[src/hdl/pfe_pkg.sv]
// Shared types, letter constants and configuration indexes for the Playfair
// digraph encryptor. No dependencies; every other file refers to this package.
`default_nettype none

package pfe_pkg;

  localparam int LETTER_W = 5;
  localparam int SIDE     = 5;

  typedef logic [LETTER_W-1:0] letter_t;
  typedef logic [2:0]          coord_t;

  // Square cell k sits at grid[k / 5][k % 5]; grid[0][0] is the lowest bits.
  typedef letter_t [SIDE-1:0]   grid_row_t;
  typedef grid_row_t [SIDE-1:0] grid_t;

  localparam letter_t LETTER_X = 5'd23;
  localparam letter_t LETTER_I = 5'd8;
  localparam letter_t LETTER_J = 5'd9;

  typedef logic [1:0] cfg_index_t;
  localparam cfg_index_t CFG_SQUARE_LOW  = 2'd0;
  localparam cfg_index_t CFG_SQUARE_MID  = 2'd1;
  localparam cfg_index_t CFG_SQUARE_HIGH = 2'd2;

  localparam int CFG_WIDE_W   = 50;
  localparam int CFG_NARROW_W = 25;

  // One formed digraph waiting for encryption.
  typedef struct packed {
    logic    emit;    // the item produces ciphertext
    logic    dup;     // the same pair is sent twice (split on the last letter)
    logic    fin;     // the item ends the message
    letter_t first;
    letter_t second;
  } pair_t;

  // One encrypted digraph handed to the output queue.
  typedef struct packed {
    logic    dup;
    logic    fin;
    letter_t first;
    letter_t second;
  } q_load_t;

  function automatic letter_t fold_j(letter_t v);
    return (v == LETTER_J) ? LETTER_I : v;
  endfunction

endpackage

`default_nettype wire

[src/hdl/pfe_pair_former.sv]
// Input register stage: folds j into i, tracks the held first letter and forms
// the digraph for each transaction. Depends on pfe_pkg.
`default_nettype none

module pfe_pair_former (
  input  wire logic             clk,
  input  wire logic             rst_n,
  input  wire logic             in_valid,
  output logic                  in_stall,
  input  wire pfe_pkg::letter_t in_letter,
  input  wire logic             in_end_of_text,
  input  wire logic             pair_take,
  output logic                  pair_valid,
  output pfe_pkg::pair_t        pair
);

  logic             open_r, open_nxt;
  pfe_pkg::letter_t held_r;
  logic             pv_r, pv_nxt;
  pfe_pkg::pair_t   pair_r, pair_nxt;
  pfe_pkg::letter_t letter_f;
  logic             accept;
  logic             split;

  assign in_stall = pv_r && !pair_take;
  assign accept   = in_valid && !in_stall;
  assign letter_f = pfe_pkg::fold_j(in_letter);

  // A repeated letter other than x is split with an x filler.
  assign split = open_r && (letter_f == held_r) && (letter_f != pfe_pkg::LETTER_X);

  always_comb begin
    pair_nxt.emit   = open_r || in_end_of_text;
    pair_nxt.dup    = split && in_end_of_text;
    pair_nxt.fin    = in_end_of_text;
    pair_nxt.first  = open_r ? held_r : letter_f;
    pair_nxt.second = (!open_r || split) ? pfe_pkg::LETTER_X : letter_f;
    open_nxt        = open_r ? (split && !in_end_of_text) : !in_end_of_text;
    pv_nxt          = accept || (pv_r && !pair_take);
  end

  always_ff @(posedge clk) begin
    if (!rst_n) begin
      open_r <= 1'b0;
      held_r <= '0;
      pv_r   <= 1'b0;
    end else begin
      pv_r <= pv_nxt;
      if (accept) begin
        open_r <= open_nxt;
        held_r <= letter_f;
      end
    end
  end

  always_ff @(posedge clk) begin
    if (accept) begin
      pair_r <= pair_nxt;
    end
  end

  assign pair_valid = pv_r;
  assign pair       = pair_r;

  // The last letter of a message always leaves no letter held.
  a_eot_closes: assert property (@(posedge clk) disable iff (!rst_n)
    accept && in_end_of_text |=> !open_r)
    else $error("pair still open after end of text");

endmodule

`default_nettype wire

[src/hdl/pfe_cipher.sv]
// Combinational Playfair rule: locates both letters in the loaded square and
// applies the row, column or rectangle rule. Depends on pfe_pkg.
`default_nettype none

module pfe_cipher (
  input  wire pfe_pkg::grid_t   grid,
  input  wire pfe_pkg::letter_t first,
  input  wire pfe_pkg::letter_t second,
  output pfe_pkg::letter_t      cipher_first,
  output pfe_pkg::letter_t      cipher_second
);

  pfe_pkg::coord_t ra, ca, rb, cb;
  pfe_pkg::coord_t oar, oac, obr, obc;

  function automatic pfe_pkg::coord_t wrap_inc(pfe_pkg::coord_t v);
    return (v == pfe_pkg::coord_t'(pfe_pkg::SIDE - 1)) ? '0 : v + 3'd1;
  endfunction

  // Lowest-numbered matching cell wins; a letter with no match sits at cell 0.
  always_comb begin
    ra = '0;
    ca = '0;
    rb = '0;
    cb = '0;
    for (int r = pfe_pkg::SIDE - 1; r >= 0; r--) begin
      for (int c = pfe_pkg::SIDE - 1; c >= 0; c--) begin
        if (pfe_pkg::fold_j(grid[r][c]) == first) begin
          ra = pfe_pkg::coord_t'(r);
          ca = pfe_pkg::coord_t'(c);
        end
        if (pfe_pkg::fold_j(grid[r][c]) == second) begin
          rb = pfe_pkg::coord_t'(r);
          cb = pfe_pkg::coord_t'(c);
        end
      end
    end
  end

  always_comb begin
    if (ra == rb) begin
      oar = ra;
      oac = wrap_inc(ca);
      obr = rb;
      obc = wrap_inc(cb);
    end else if (ca == cb) begin
      oar = wrap_inc(ra);
      oac = ca;
      obr = wrap_inc(rb);
      obc = cb;
    end else begin
      oar = ra;
      oac = cb;
      obr = rb;
      obc = ca;
    end
  end

  assign cipher_first  = grid[oar][oac];
  assign cipher_second = grid[obr][obc];

endmodule

`default_nettype wire

[src/hdl/pfe_out_queue.sv]
// Four-slot result register that sends one ciphertext letter per transaction.
// Depends on pfe_pkg.
`default_nettype none

module pfe_out_queue (
  input  wire logic              clk,
  input  wire logic              rst_n,
  input  wire logic              load,
  input  wire pfe_pkg::q_load_t  load_data,
  output logic                   can_load,
  output logic                   out_valid,
  input  wire logic              out_stall,
  output pfe_pkg::letter_t       out_cipher_letter,
  output logic                   out_final_out
);

  localparam int SLOTS = 4;

  logic [2:0]                   cnt_r, cnt_nxt;
  pfe_pkg::letter_t [SLOTS-1:0] let_r;
  logic [SLOTS-1:0]             fin_r;
  logic                         pop;

  assign pop      = (cnt_r != 3'd0) && !out_stall;
  assign can_load = (cnt_r == 3'd0) || ((cnt_r == 3'd1) && !out_stall);

  always_comb begin
    if (load) begin
      cnt_nxt = load_data.dup ? 3'd4 : 3'd2;
    end else if (pop) begin
      cnt_nxt = cnt_r - 3'd1;
    end else begin
      cnt_nxt = cnt_r;
    end
  end

  always_ff @(posedge clk) begin
    if (!rst_n) begin
      cnt_r <= '0;
    end else begin
      cnt_r <= cnt_nxt;
    end
  end

  // A repeated pair is loaded twice; only the last letter carries the end mark.
  always_ff @(posedge clk) begin
    if (load) begin
      let_r <= {load_data.second, load_data.first, load_data.second, load_data.first};
      fin_r <= {1'b1, 1'b0, load_data.fin && !load_data.dup, 1'b0};
    end else if (pop) begin
      let_r <= {let_r[SLOTS-1], let_r[SLOTS-1:1]};
      fin_r <= {fin_r[SLOTS-1], fin_r[SLOTS-1:1]};
    end
  end

  assign out_valid         = (cnt_r != 3'd0);
  assign out_cipher_letter = let_r[0];
  assign out_final_out     = fin_r[0];

  a_cnt_range: assert property (@(posedge clk) disable iff (!rst_n)
    cnt_r <= 3'd4)
    else $error("output queue count out of range");

  a_dup_fills: assert property (@(posedge clk) disable iff (!rst_n)
    load && load_data.dup |=> cnt_r == 3'd4)
    else $error("split pair on last letter did not fill the queue");

  a_final_last: assert property (@(posedge clk) disable iff (!rst_n)
    out_valid && out_final_out |-> cnt_r == 3'd1)
    else $error("end mark shown before the queue drains");

endmodule

`default_nettype wire

[src/hdl/playfair_digraph_encrypt.sv]
// Top level of the Playfair digraph encryptor: configuration registers for
// the square and the three stages. Depends on pfe_pkg, pfe_pair_former,
// pfe_cipher and pfe_out_queue.
//
//   Channel | Handshake           | Payload
//   --------+---------------------+------------------------------------------
//   in      | in_valid / in_stall | in_letter[4:0], in_end_of_text
//   out     | out_valid/out_stall | out_cipher_letter[4:0], out_final_out
//   cfg     | cfg_valid/cfg_ready | cfg_index[1:0], cfg_data[49:0]
//
// An input transaction can be taken every cycle while in_stall is low. Each
// letter produces zero, two or four output letters, so the sustained rate is
// set by the output queue, which sends one letter per cycle while out_stall
// is low: a letter that closes a pair sends two letters, a split on the last
// letter four. An input passes the pair register, then the queue registers.
// Reset is synchronous and active low; it clears the square, the held letter
// and all valid state. A stall on the output holds the queue, and once the
// pair register is blocked the input stalls as well.
`default_nettype none

module playfair_digraph_encrypt (
  input  wire logic                clk,
  input  wire logic                rst_n,

  input  wire logic                in_valid,
  output logic                     in_stall,
  input  wire logic [4:0]          in_letter,
  input  wire logic                in_end_of_text,

  output logic                     out_valid,
  input  wire logic                out_stall,
  output logic [4:0]               out_cipher_letter,
  output logic                     out_final_out,

  input  wire logic                cfg_valid,
  output logic                     cfg_ready,
  input  wire logic [1:0]          cfg_index,
  input  wire logic [49:0]         cfg_data
);

  // Square registers. The user must write them only while the block is idle;
  // the block itself does not enforce this, and the port is always ready.
  logic [pfe_pkg::CFG_WIDE_W-1:0]   sq_low_r;
  logic [pfe_pkg::CFG_WIDE_W-1:0]   sq_mid_r;
  logic [pfe_pkg::CFG_NARROW_W-1:0] sq_high_r;
  logic                             cfg_write;
  pfe_pkg::grid_t                   grid;

  assign cfg_ready = 1'b1;
  assign cfg_write = cfg_valid && cfg_ready;

  always_ff @(posedge clk) begin
    if (!rst_n) begin
      sq_low_r  <= '0;
      sq_mid_r  <= '0;
      sq_high_r <= '0;
    end else if (cfg_write) begin
      case (cfg_index)
        pfe_pkg::CFG_SQUARE_LOW:  sq_low_r  <= cfg_data;
        pfe_pkg::CFG_SQUARE_MID:  sq_mid_r  <= cfg_data;
        pfe_pkg::CFG_SQUARE_HIGH: sq_high_r <= cfg_data[pfe_pkg::CFG_NARROW_W-1:0];
        default: begin
          // Writes to unused indexes are dropped.
        end
      endcase
    end
  end

  // The three registers concatenate into the row-major packed grid.
  assign grid = {sq_high_r, sq_mid_r, sq_low_r};

  // Pair formation feeds a single pair register. A pair that produces no
  // output leaves at once; otherwise it waits until the queue can take it.
  pfe_pkg::pair_t   pair;
  logic             pair_valid;
  logic             pair_take;
  logic             q_can_load;
  logic             q_load;
  pfe_pkg::q_load_t q_data;
  pfe_pkg::letter_t cipher_first;
  pfe_pkg::letter_t cipher_second;

  assign pair_take = q_can_load || !pair.emit;
  assign q_load    = pair_valid && pair.emit && q_can_load;

  pfe_pair_former u_former (
    .clk            (clk),
    .rst_n          (rst_n),
    .in_valid       (in_valid),
    .in_stall       (in_stall),
    .in_letter      (in_letter),
    .in_end_of_text (in_end_of_text),
    .pair_take      (pair_take),
    .pair_valid     (pair_valid),
    .pair           (pair)
  );

  // The cipher rule sits between the pair register and the output queue.
  pfe_cipher u_cipher (
    .grid          (grid),
    .first         (pair.first),
    .second        (pair.second),
    .cipher_first  (cipher_first),
    .cipher_second (cipher_second)
  );

  always_comb begin
    q_data.dup    = pair.dup;
    q_data.fin    = pair.fin;
    q_data.first  = cipher_first;
    q_data.second = cipher_second;
  end

  pfe_out_queue u_queue (
    .clk               (clk),
    .rst_n             (rst_n),
    .load              (q_load),
    .load_data         (q_data),
    .can_load          (q_can_load),
    .out_valid         (out_valid),
    .out_stall         (out_stall),
    .out_cipher_letter (out_cipher_letter),
    .out_final_out     (out_final_out)
  );

endmodule

`default_nettype wire
[config.mk]
export PLATFORM = sky130hd
export DESIGN_NAME = playfair_digraph_encrypt
export DESIGN_NICKNAME = d
export VERILOG_FILES = /design/src/hdl/pfe_pkg.sv /design/src/hdl/pfe_pair_former.sv /design/src/hdl/pfe_cipher.sv /design/src/hdl/pfe_out_queue.sv /design/src/hdl/playfair_digraph_encrypt.sv
export SDC_FILE = /design/constraint.sdc
export NUM_CORES = 1
export LEC_CHECK = 0
export ABC_AREA = 1
export CORE_UTILIZATION = 45
export DETAILED_ROUTE_END_ITERATION = 8
export DONT_BUFFER_PORTS = 1
export GPL_TIMING_DRIVEN = 0
export PLACE_DENSITY_LB_ADDON = 0.12
export SYNTH_ARGS = -nofsm -noshare
export SYNTH_HDL_FRONTEND = slang
export SYNTH_SLANG_ARGS = --single-unit
[constraint.sdc]
create_clock -name clk -period 4.5 [get_ports clk]
set_clock_uncertainty 0.1 [all_clocks]
set_input_delay 0.675 -clock clk [delete_from_list [all_inputs] [get_ports clk]]
set_output_delay 0.675 -clock clk [all_outputs]
set_load 0.005 [all_outputs]
## Word level (Yosys, flattened, before mapping)

Cells that the tools add are included.

- Word-level logic and storage cells: 297
- Flip-flop bits (word level): 171
- Input port bits: 63

- Add/sub/neg operators: 5
- Eq/ne operators: 87
- $lt $le $gt $ge: 4
- Multiplexer cells: 153
- Reductions and logical operators: 30

Operators with widths:

| operator | count |
|---|---|
| $mux 3 | 113 |
| $eq 5x5->1 | 51 |
| $bmux 25 s3 | 2 |
| $mux 5 | 29 |
| $eq 5x4->1 const B | 26 |
| $mux 25 | 2 |
| $bmux 5 s3 | 2 |
| $mux 20 | 1 |
| $lt 3x4->1 const B | 4 |
| $mux 15 | 1 |
| $add 3x1->3 const B | 4 |
| $eq 3x3->1 const B | 4 |
| $logic_and 1x1->1 | 11 |
| $logic_not 1->1 | 7 |
| $eq 3x3->1 | 2 |
| $reduce_and 2->1 | 3 |
| $logic_or 1x1->1 | 5 |
| $ne 5x5->1 const B | 1 |
| $mux 2 | 2 |
| $eq 3x1->1 const B | 1 |
| $logic_not 3->1 | 1 |
| $reduce_bool 3->1 | 1 |
| $sub 3x1->3 const B | 1 |
| $eq 2x1->1 const B | 1 |
| other kinds (4) | 4 |

## Longest topological paths before layout

Gate-level depths: netlist of run 1.

- Depth in word-level cells: 37
- Depth in mapped cells: 41
- Gate-level depth less buffers: 40

## Modules after synthesis

A second synthesis of run 1 with hierarchy kept.

- Cell total of the unflattened synthesis: 2437
- Area, all modules: 15090.7 µm²

Modules (own cells, without submodules):

| module | instances | cells an instance | sequential area each (µm²) | area an instance (µm²) |
|---|---|---|---|---|
| pfe_cipher | 1 | 1402 | 0.0 | 7747.4 |
| playfair_digraph_encrypt | 1 | 812 | 2502.4 | 5281.3 |
| pfe_out_queue | 1 | 123 | 730.7 | 1169.9 |
| pfe_pair_former | 1 | 100 | 530.5 | 892.1 |

## Worst setup path after synthesis of run 1

Ideal clock, no wire load.

- Path kind: register to register
- Start: reg u_former.pair_r, in the netlist u_former.pair[6]
- End: reg u_queue.let_r[10] (netlist name) (data pin)
- Buffers on the path: 3
- Clock period less this slack: 3690 ps
- Library setup time: 254 ps
- Setup slack: 810 ps
- Arrival: 3337 ps
- Data required time: 4146 ps
- Cell stages (with the launch flop): 37
- Path through: edfxtp_1 -> buf_4 -> buf_4 -> xnor2_1 -> inv_1 -> nor4_1 -> nand2_1 -> nand2_1 -> inv_1 -> nand2_1 -> nand2_1 -> nand2_1 -> nand2_1 -> nand2_1 -> nand2_1 -> nand2_1 -> nand2_1 -> nand2_1 -> nand2_1 -> nand2_1 -> nand2_1 -> nand2_1 -> ha_1 -> nand3_1 -> nand3_1 -> nand2_1 -> inv_2 -> clkbuf_1 -> nand3_1 -> nand2_1 -> nand2_1 -> nand3_1 -> nand2_1 -> nand3_1 -> nand2_1 -> nand2_1 -> nand2_1

- Cells in the longest elaborated chain, start to end: 35

RTL lines:

| item | RTL line | text |
|---|---|---|
| start: declaration | pfe_pair_former.sv:20 | `pfe_pkg::pair_t pair_r, pair_nxt;` |
| start signal: assignment | pfe_pair_former.sv:58 | `pair_r <= pair_nxt;` |
| $eq 5x5->1 | pfe_cipher.sv:28 | `if (pfe_pkg::fold_j(grid[r][c]) == first) begin` |
| $mux 3 (25 in a row) | pfe_cipher.sv:28 |  |
| $add 3x1->3 / $eq 3x3->1 (equally long branches) | pfe_cipher.sv:17 | `return (v == pfe_pkg::coord_t'(pfe_pkg::SIDE - 1)) ? '0 : v + 3'd1;` |
| $mux 3 | pfe_cipher.sv:17 |  |
| $mux 3 | pfe_cipher.sv:46 | `end else if (ca == cb) begin` |
| $mux 3 | pfe_cipher.sv:41 | `if (ra == rb) begin` |
| $bmux 25 s3 | pfe_cipher.sv:59 | `assign cipher_first = grid[oar][oac];` |
| $mux 25 (implied by the code) | pfe_cipher.sv:59 |  |
| $bmux 5 s3 * | pfe_cipher.sv:59 |  |
| $mux 5 (implied by the code) * | pfe_cipher.sv:59 |  |
| $mux 20 * | pfe_out_queue.sv:47 | `if (load) begin` |
| end signal: assignment | pfe_out_queue.sv:48 | `let_r <= {load_data.second, load_data.first, load_data.second, load_data.first};` |
| end signal: assignment | pfe_out_queue.sv:51 | `let_r <= {let_r[SLOTS-1], let_r[SLOTS-1:1]};` |
| end: declaration | pfe_out_queue.sv:20 | `pfe_pkg::letter_t [SLOTS-1:0] let_r;` |

Mark *: on every way between the ends. The rest lies on a longest branch, timed or not. The select of a mux whose other input is x is not followed.
A chain may end at the register's enable or synchronous reset.

## Worst setup path after layout of run 1

- Start: reg u_former.pair_r, in the netlist u_former.pair[9]
- End: reg u_queue.let_r, in the netlist u_queue.out_cipher_letter[0] (data pin)

Same word-level chain as after synthesis.

==> results_dict.tcl, run 1 <==
set metrics [dict create \
    slew_headroom 0.234 \
    pwr-share-seq 0.154 \
    r2r_slack_ns -0.17 \
    netlist_instances 2072 \
    die_h_um 176 \
    reg2reg_from "u_former.pair[9]$_DFFE_PP_" \
    reg2regPathDepth 29 \
    htree_levels 4 \
    dieArea_um2 31100 \
    ys_seq_area_frac 0.275 \
    cts.reportedPaths.clkPinSlew_ns 0.08 \
    min_period_ns 4.67 \
    synth-seq-cells 171 \
    violations "setup timing" \
    drtPass1Iterations 9 \
    power_density_nw_per_um2 723 \
    path_common_cell "nand2_1" \
    internal_power_w 0.00584 \
    synth_cell_type_count 53 \
    p_sw_frac 0.530 \
    p_total_w 0.0124 \
    cp_data_arrival_time_ns 4.89 \
    start_util 0.460 \
    maxCapViolations 0 \
    rows 63 \
    power.leakage_nw 7.43 \
    routed_wl_um 70600 \
    fin_hold_ws_ns 0.213 \
    place_congestion 1.06 \
    clkLatencyLatePin_ns 0.46 \
    max_freq_mhz 214 \
    synth_top_area_frac 0.200 \
    drive_gt1_frac 0.218 \
    cts_made_buffers 17 \
    synth_edf_count 34 \
    grtUsageTotal 0.443 \
    syn_area_per_cell_um2 6.61 \
    cp-end-kind "flop" \
    crit_type "reg -> reg" \
    cts_tree "built" \
    cts_sinks 171 \
    grt_pass1_wl_um 97100 \
    drc 0 \
    cts_root_buf "clkbuf_16" \
    cp_max_fo 9 \
    post-route-period-util 1.04 \
    ant_nets 0 \
    grt_pass1_vias 14200 \
    async_flop_share 0 \
    hold_path.startpoint "in_end_of_text" \
    worstMarginPinSlew_ns 1.15 \
    r2r-end "u_queue.out_cipher_letter[0]$_DFFE_PP_" \
    tns_ns -2.62 \
    synthFlopType "dfxtp_1" \
    netlist_top_cells_count "492 x nand2_1, 246 x nand3_1, 155 x inv_1" \
    utilization 0.576 \
    start_kind "flop" \
    dpl.hpwl_um 52800 \
    crit_required_ns 4.72 \
    worstHoldEndpoint "u_former.pair[10]$_DFFE_PP_" \
    drv_slew 0 \
    die_w_um 176 \
    synth_top_area_cell "dfxtp_1" \
    drt_iter0_markers 2198 \
    netlist_area_um2 13700 \
    vias_per_cell 6.10 \
    grt_overflow 0 \
    p_sw_w 0.00658 \
    cp_top_family "simple AND/OR/NAND/NOR gates" \
    grt_start_max_net_pins 23 \
    status "finished with violations" \
    rsz0062_at_grt "true" \
    area_delta_synth_final_pct 25.4 \
    combPwrFrac 0.714 \
    crit_path_top_delay_cell "edfxtp_1" \
    hold_path_class "in -> reg" \
    hold_viol 0 \
    critPathBufInv 5 \
    pwr-share-clk 0.131 \
    wl_per_cell_um 27.5 \
    fin_ws_ns -0.175 \
    yosysMostFrequentCell "nand2_1" \
    worstHoldPathCells 0 \
    nets 2237 \
    io_buffers 0 \
    vias 15600 \
    ios 72 \
    coreArea_um2 29800 \
    dp.cells 2462 \
    cp_slowest_stage_delay_ns 0.38 \
    cts_buffer_depth 2 \
    diodes 0 \
    antenna_found_initial 1 \
    synth.area.top_cells "dfxtp_1 20%, nand2_1 13%, nand3_1 9.0%, xor2_1 8.8%, edfxtp_1 7.5%" \
    yosys_warnings 0 \
    vdd_drop_max_uv 407 \
    final-setup-viol-count 20 \
    final_cells 2566 \
    synth_nets 2146 \
]
repair_timing:
item / CTS / global route
setup endpoints to repair: 20 / 20
cloned: 1 / 10
pin swaps: 32 / 101
gates resized for setup: 189 / 225
hold endpoints to repair: 0 / 0
setup buffers: 23 / 39
hold buffers: 0 / 0
state kept, by name, summed over array words and instances, names as in the netlist:
register	count
u_former.pair	13
sq_low_r	50
u_queue.let_r	15
u_queue.cnt_r	3
sq_mid_r	50
u_former.pair_valid	1
u_former.open_r	1
u_queue.fin_r	3
u_former.held_r	5
sq_high_r	25
u_queue.out_cipher_letter	5
power by group through the flow:
stage / clock network (W) / logic [W] / registers [W]
global placement: 0 / 0.00621 / 0.00194
floorplan: 0 / 0.00405 / 0.00191
global route: 0.00168 / 0.00929 / 0.00194
finish: 0.00163 / 0.00887 / 0.00192
detailed placement: 0 / 0.00619 / 0.00194
CTS: 0.00161 / 0.00686 / 0.00191
cells by family (layout without fill, tap and decap cells):
| family | after synthesis | after routing | share of synthesized area |
|---|---|---|---|
| buffers and inverters | 340 | 442 | 0.113 |
| AOI/OAI and AO/OA | 397 | 397 | 0.171 |
| adders and majority gates | 11 | 11 | 0.0101 |
| DFF | 171 | 171 | 0.275 |
| xor gates and xnor gates | 189 | 189 | 0.123 |
| and+or+nand+nor | 963 | 965 | 0.308 |
| other | 1 | 1 | 0.000274 |
layout make-up:
class | instances | area [um2]
Multi-Input combinational cell | 1563 | 9470
Fill cell | 2884 | 12600
Inverter | 197 | 762
Tap cell | 390 | 488
Buffer | 142 | 1290
Clock buffer | 17 | 425
Timing Repair Buffer | 71 | 764
Sequential cell | 171 | 3770
Clock inverter | 15 | 199
stage by stage:
step	setup WS (ns)	cell area [um2]
after floorplan	0.810	13700
after global placement	-1.18	14200
after detailed placement	-1.14	14200
after CTS	-0.00168	15700
after global routing	-0.253	17200
final	-0.175	17200
worst max path at each step:
stage                                   start                                     end  slack, ns  cells past startpoint
2_1_floorplan      u_former.pair[6]$_DFFE_PP_             u_queue.let_r[10]$_DFFE_PP_       0.81                     36
5_1_grt            u_former.pair[9]$_DFFE_PP_  u_queue.out_cipher_letter[0]$_DFFE_PP_      -0.25                     29
3_3_place_gp   u_former.pair[0]$_SDFFCE_PP1P_              u_queue.let_r[9]$_DFFE_PP_      -1.18                     24
4_1_cts        u_former.pair[4]$_SDFFCE_PP1P_              u_queue.let_r[6]$_DFFE_PP_     -0.002                     28
6_report           u_former.pair[9]$_DFFE_PP_  u_queue.out_cipher_letter[0]$_DFFE_PP_      -0.17                     29
3_5_place_dp   u_former.pair[0]$_SDFFCE_PP1P_              u_queue.let_r[9]$_DFFE_PP_      -1.14                     24
per-layer routing:
layer / track usage / routed length (um) / share of wire
met2: 0.649 / 29500 / 0.42
met1: 0.578 / 28100 / 0.40
met5: 0 / 13 / 0.00018
met3: 0.134 / 8870 / 0.13
met4: 0.245 / 4100 / 0.058
cells in the final DEF, fill, tap and decap left out, drive strengths merged, types with 2 or more instances in the layout:
master and instances:
a21oi 133, a221oi 35, a31oi 3, and2 2, buf 145, bufinv 2, clkbuf 85, clkinv 7
dfxtp 137, edfxtp 34, ha 11, inv 203, nand2 507, nand3 253, nand4 23, nor2 140
nor3 9, nor3b 3, nor4 23, o211ai 21, o21ai 188, o22ai 4, o41ai 6, or2 5
xnor2 50, xor2 139
Note: power is estimated with default switching activity, not from simulation.
==> run 2: changes to the inputs <==
==> constraint.sdc (replaced) <==
create_clock -name clk -period 5.1 [get_ports clk]
set_clock_uncertainty 0.1 [all_clocks]
set_input_delay 0.765 -clock clk [delete_from_list [all_inputs] [get_ports clk]]
set_output_delay 0.765 -clock clk [all_outputs]
set_load 0.005 [all_outputs]
==> results_dict.tcl, run 2 (synthesis results as in run 1) <==
set metrics [dict create \
    cts.reportedPaths.clkPinSlew_ns 0.08 \
    maxCapViolations 0 \
    crit_required_ns 5.22 \
    crit_type "reg -> reg" \
    io_buffers 0 \
    htree_levels 4 \
    cts_root_buf "clkbuf_16" \
    ant_nets 0 \
    cp-end-kind "flop" \
    worstMarginPinSlew_ns 1.16 \
    layout_common_cells "483 x nand2_1, 237 x nand3_1, 153 x inv_1" \
    final_common_cell "nand2_1" \
    clkLatencyLatePin_ns 0.46 \
    final-setup-viol-count 0 \
    vias_per_cell 6.04 \
    utilization 0.511 \
    die_w_um 176 \
    tns_ns 0 \
    start_util 0.460 \
    grt_pass1_vias 13900 \
    grt_overflow 0 \
    dp.cells 2462 \
    drv_slew 0 \
    reg2regPathDepth 26 \
    fin_ws_ns 0.139 \
    final_cells 2507 \
    dieArea_um2 31100 \
    antenna_found_initial 0 \
    drc 0 \
    drt_iter0_markers 2065 \
    grt_start_max_net_pins 23 \
    max_freq_mhz 202 \
    reg_top3 "sq_low_r: 50 flops, sq_mid_r: 50 flops, sq_high_r: 25 flops" \
    drtPass1Iterations 8 \
    drive_gt1_frac 0.122 \
    fillers 3116 \
    crit_end "u_queue.out_cipher_letter[1]$_DFFE_PP_" \
    vdd_drop_max_uv 305 \
    power_density_nw_per_um2 599 \
    power.leakage_nw 6.67 \
    cp_max_fo 10 \
    routed_wl_um 67700 \
    hold_viol 0 \
    r2r_slack_ns 0.14 \
    crit_start "u_former.pair[2]$_SDFFCE_PP1P_" \
    slew_headroom 0.230 \
    nets 2176 \
    post-place-ws_ns -0.543 \
    rows 63 \
    start_kind "flop" \
    cp_data_arrival_time_ns 5.09 \
    worstHoldPathCells 0 \
    status "completed" \
    wl_per_cell_um 27.0 \
    p_total_w 0.00911 \
    grtUsageTotal 0.438 \
    grt_pass1_wl_um 95700 \
    coreArea_um2 29800 \
    min_period_ns 4.96 \
    ios 72 \
    cts_made_buffers 17 \
    cts_tree "built" \
    hold_buffers 0 \
    die_h_um 176 \
    r2r-end "u_queue.out_cipher_letter[1]$_DFFE_PP_" \
    dpl.hpwl_um 52800 \
    area_delta_synth_final_pct 11.1 \
    reg2reg_from "u_former.pair[2]$_SDFFCE_PP1P_" \
    vias 15100 \
    cts_sinks 171 \
    place_congestion 1.06 \
    hold_path_class "in -> reg" \
    post-route-period-util 0.973 \
    cts_buffer_depth 2 \
]
-- run 2: changes by cell type in the layout (fill, tap and decap cells not counted), sizes merged --
cell,before,now
nand2,507,506
diode,0,2
clkbuf,85,87
clkinvlp,0,1
buf,145,83
inv,203,202
-- run 2: cell type report --
type                    count  area (um2)  share of cell area
multi-input cells        1562        8570               0.563
flip-flops and latches    171        3760               0.247
plain buffers             143         940              0.0618
inverters                 197         751              0.0493
well taps                 390         488              0.0321
clock buffers              17         425              0.0280
clock inverters            15         199              0.0131
repair buffers             10        75.1             0.00493
diodes                      2        5.00            0.000329
-- run 2: layer usage --
| layer | global-route usage | share of wire | up-vias | wire (um) |
|---|---|---|---|---|
| li1 | - | - | 6912 | - |
| met1 | 0.575 | 0.41 | 7128 | 27800 |
| met2 | 0.632 | 0.41 | 901 | 27800 |
| met3 | 0.132 | 0.12 | 194 | 8060 |
| met4 | 0.247 | 0.061 | 0 | 4130 |
| met5 | 0 | 0 | - | 0 |
-- run 2: stage by stage --
| step | area (um2) | hold WS (ns) |
|---|---|---|
| 2_1_floorplan | 13700 | 0.347 |
| 3_3_place_gp | 14200 | 0.363 |
| 3_5_place_dp | 14200 | 0.376 |
| 4_1_cts | 14800 | 0.300 |
| 5_1_grt | 15200 | 0.293 |
| 6_report | 15200 | 0.301 |
-- run 2: worst min path at each step --
stage                                              from                       endpoint  slack, ns
after global routing                     in_end_of_text    u_former.pair[10]$_DFFE_PP_       0.29
after floorplan           u_queue.fin_r[2]$_SDFFE_PP0P_  u_queue.fin_r[2]$_SDFFE_PP0P_       0.35
final                                    in_end_of_text    u_former.pair[10]$_DFFE_PP_       0.30
after global placement    u_queue.fin_r[2]$_SDFFE_PP0P_  u_queue.fin_r[2]$_SDFFE_PP0P_       0.36
after detailed placement  u_queue.fin_r[2]$_SDFFE_PP0P_  u_queue.fin_r[2]$_SDFFE_PP0P_       0.38
after CTS                                in_end_of_text    u_former.pair[10]$_DFFE_PP_       0.30
-- run 2: timing repair --
| item | 4_1_cts | 5_1_grt |
|---|---|---|
| endpoints found under the setup margin | 20 | 20 |
| pin swaps | 0 | 10 |
| cloned | 0 | 1 |
| buffers inserted | 0 | 10 |
| resized for setup | 20 | 96 |
-- run 2: report_power, final --
part           switching, W  internal, W
Combinational       0.00418      0.00180
Clock              0.000690     0.000752
Sequential         0.000107      0.00158
-- run 2: worst max-delay path: stages (launching register included) --
cell and delay (ns):
edfxtp_1 0.37, buf_4 0.20, inv_2 0.18, buf_4 0.28, a221oi_1 0.11, nand3_1 0.30, nand2_1 0.18, nor3b_2 0.35
nand2_1 0.15, nor2_4 0.18, xor2_2 0.11, nand3_4 0.13, nand3_4 0.08, nor2_4 0.19, buf_4 0.17, nand4_1 0.14
nand2_4 0.21, clkbuf_4 0.27, nand2_1 0.07, nand3_1 0.11, nand3_1 0.10, nand3_1 0.14, nand2_1 0.08, nand3_1 0.15
nand2_1 0.18, nand2_1 0.12, nand2_1 0.06
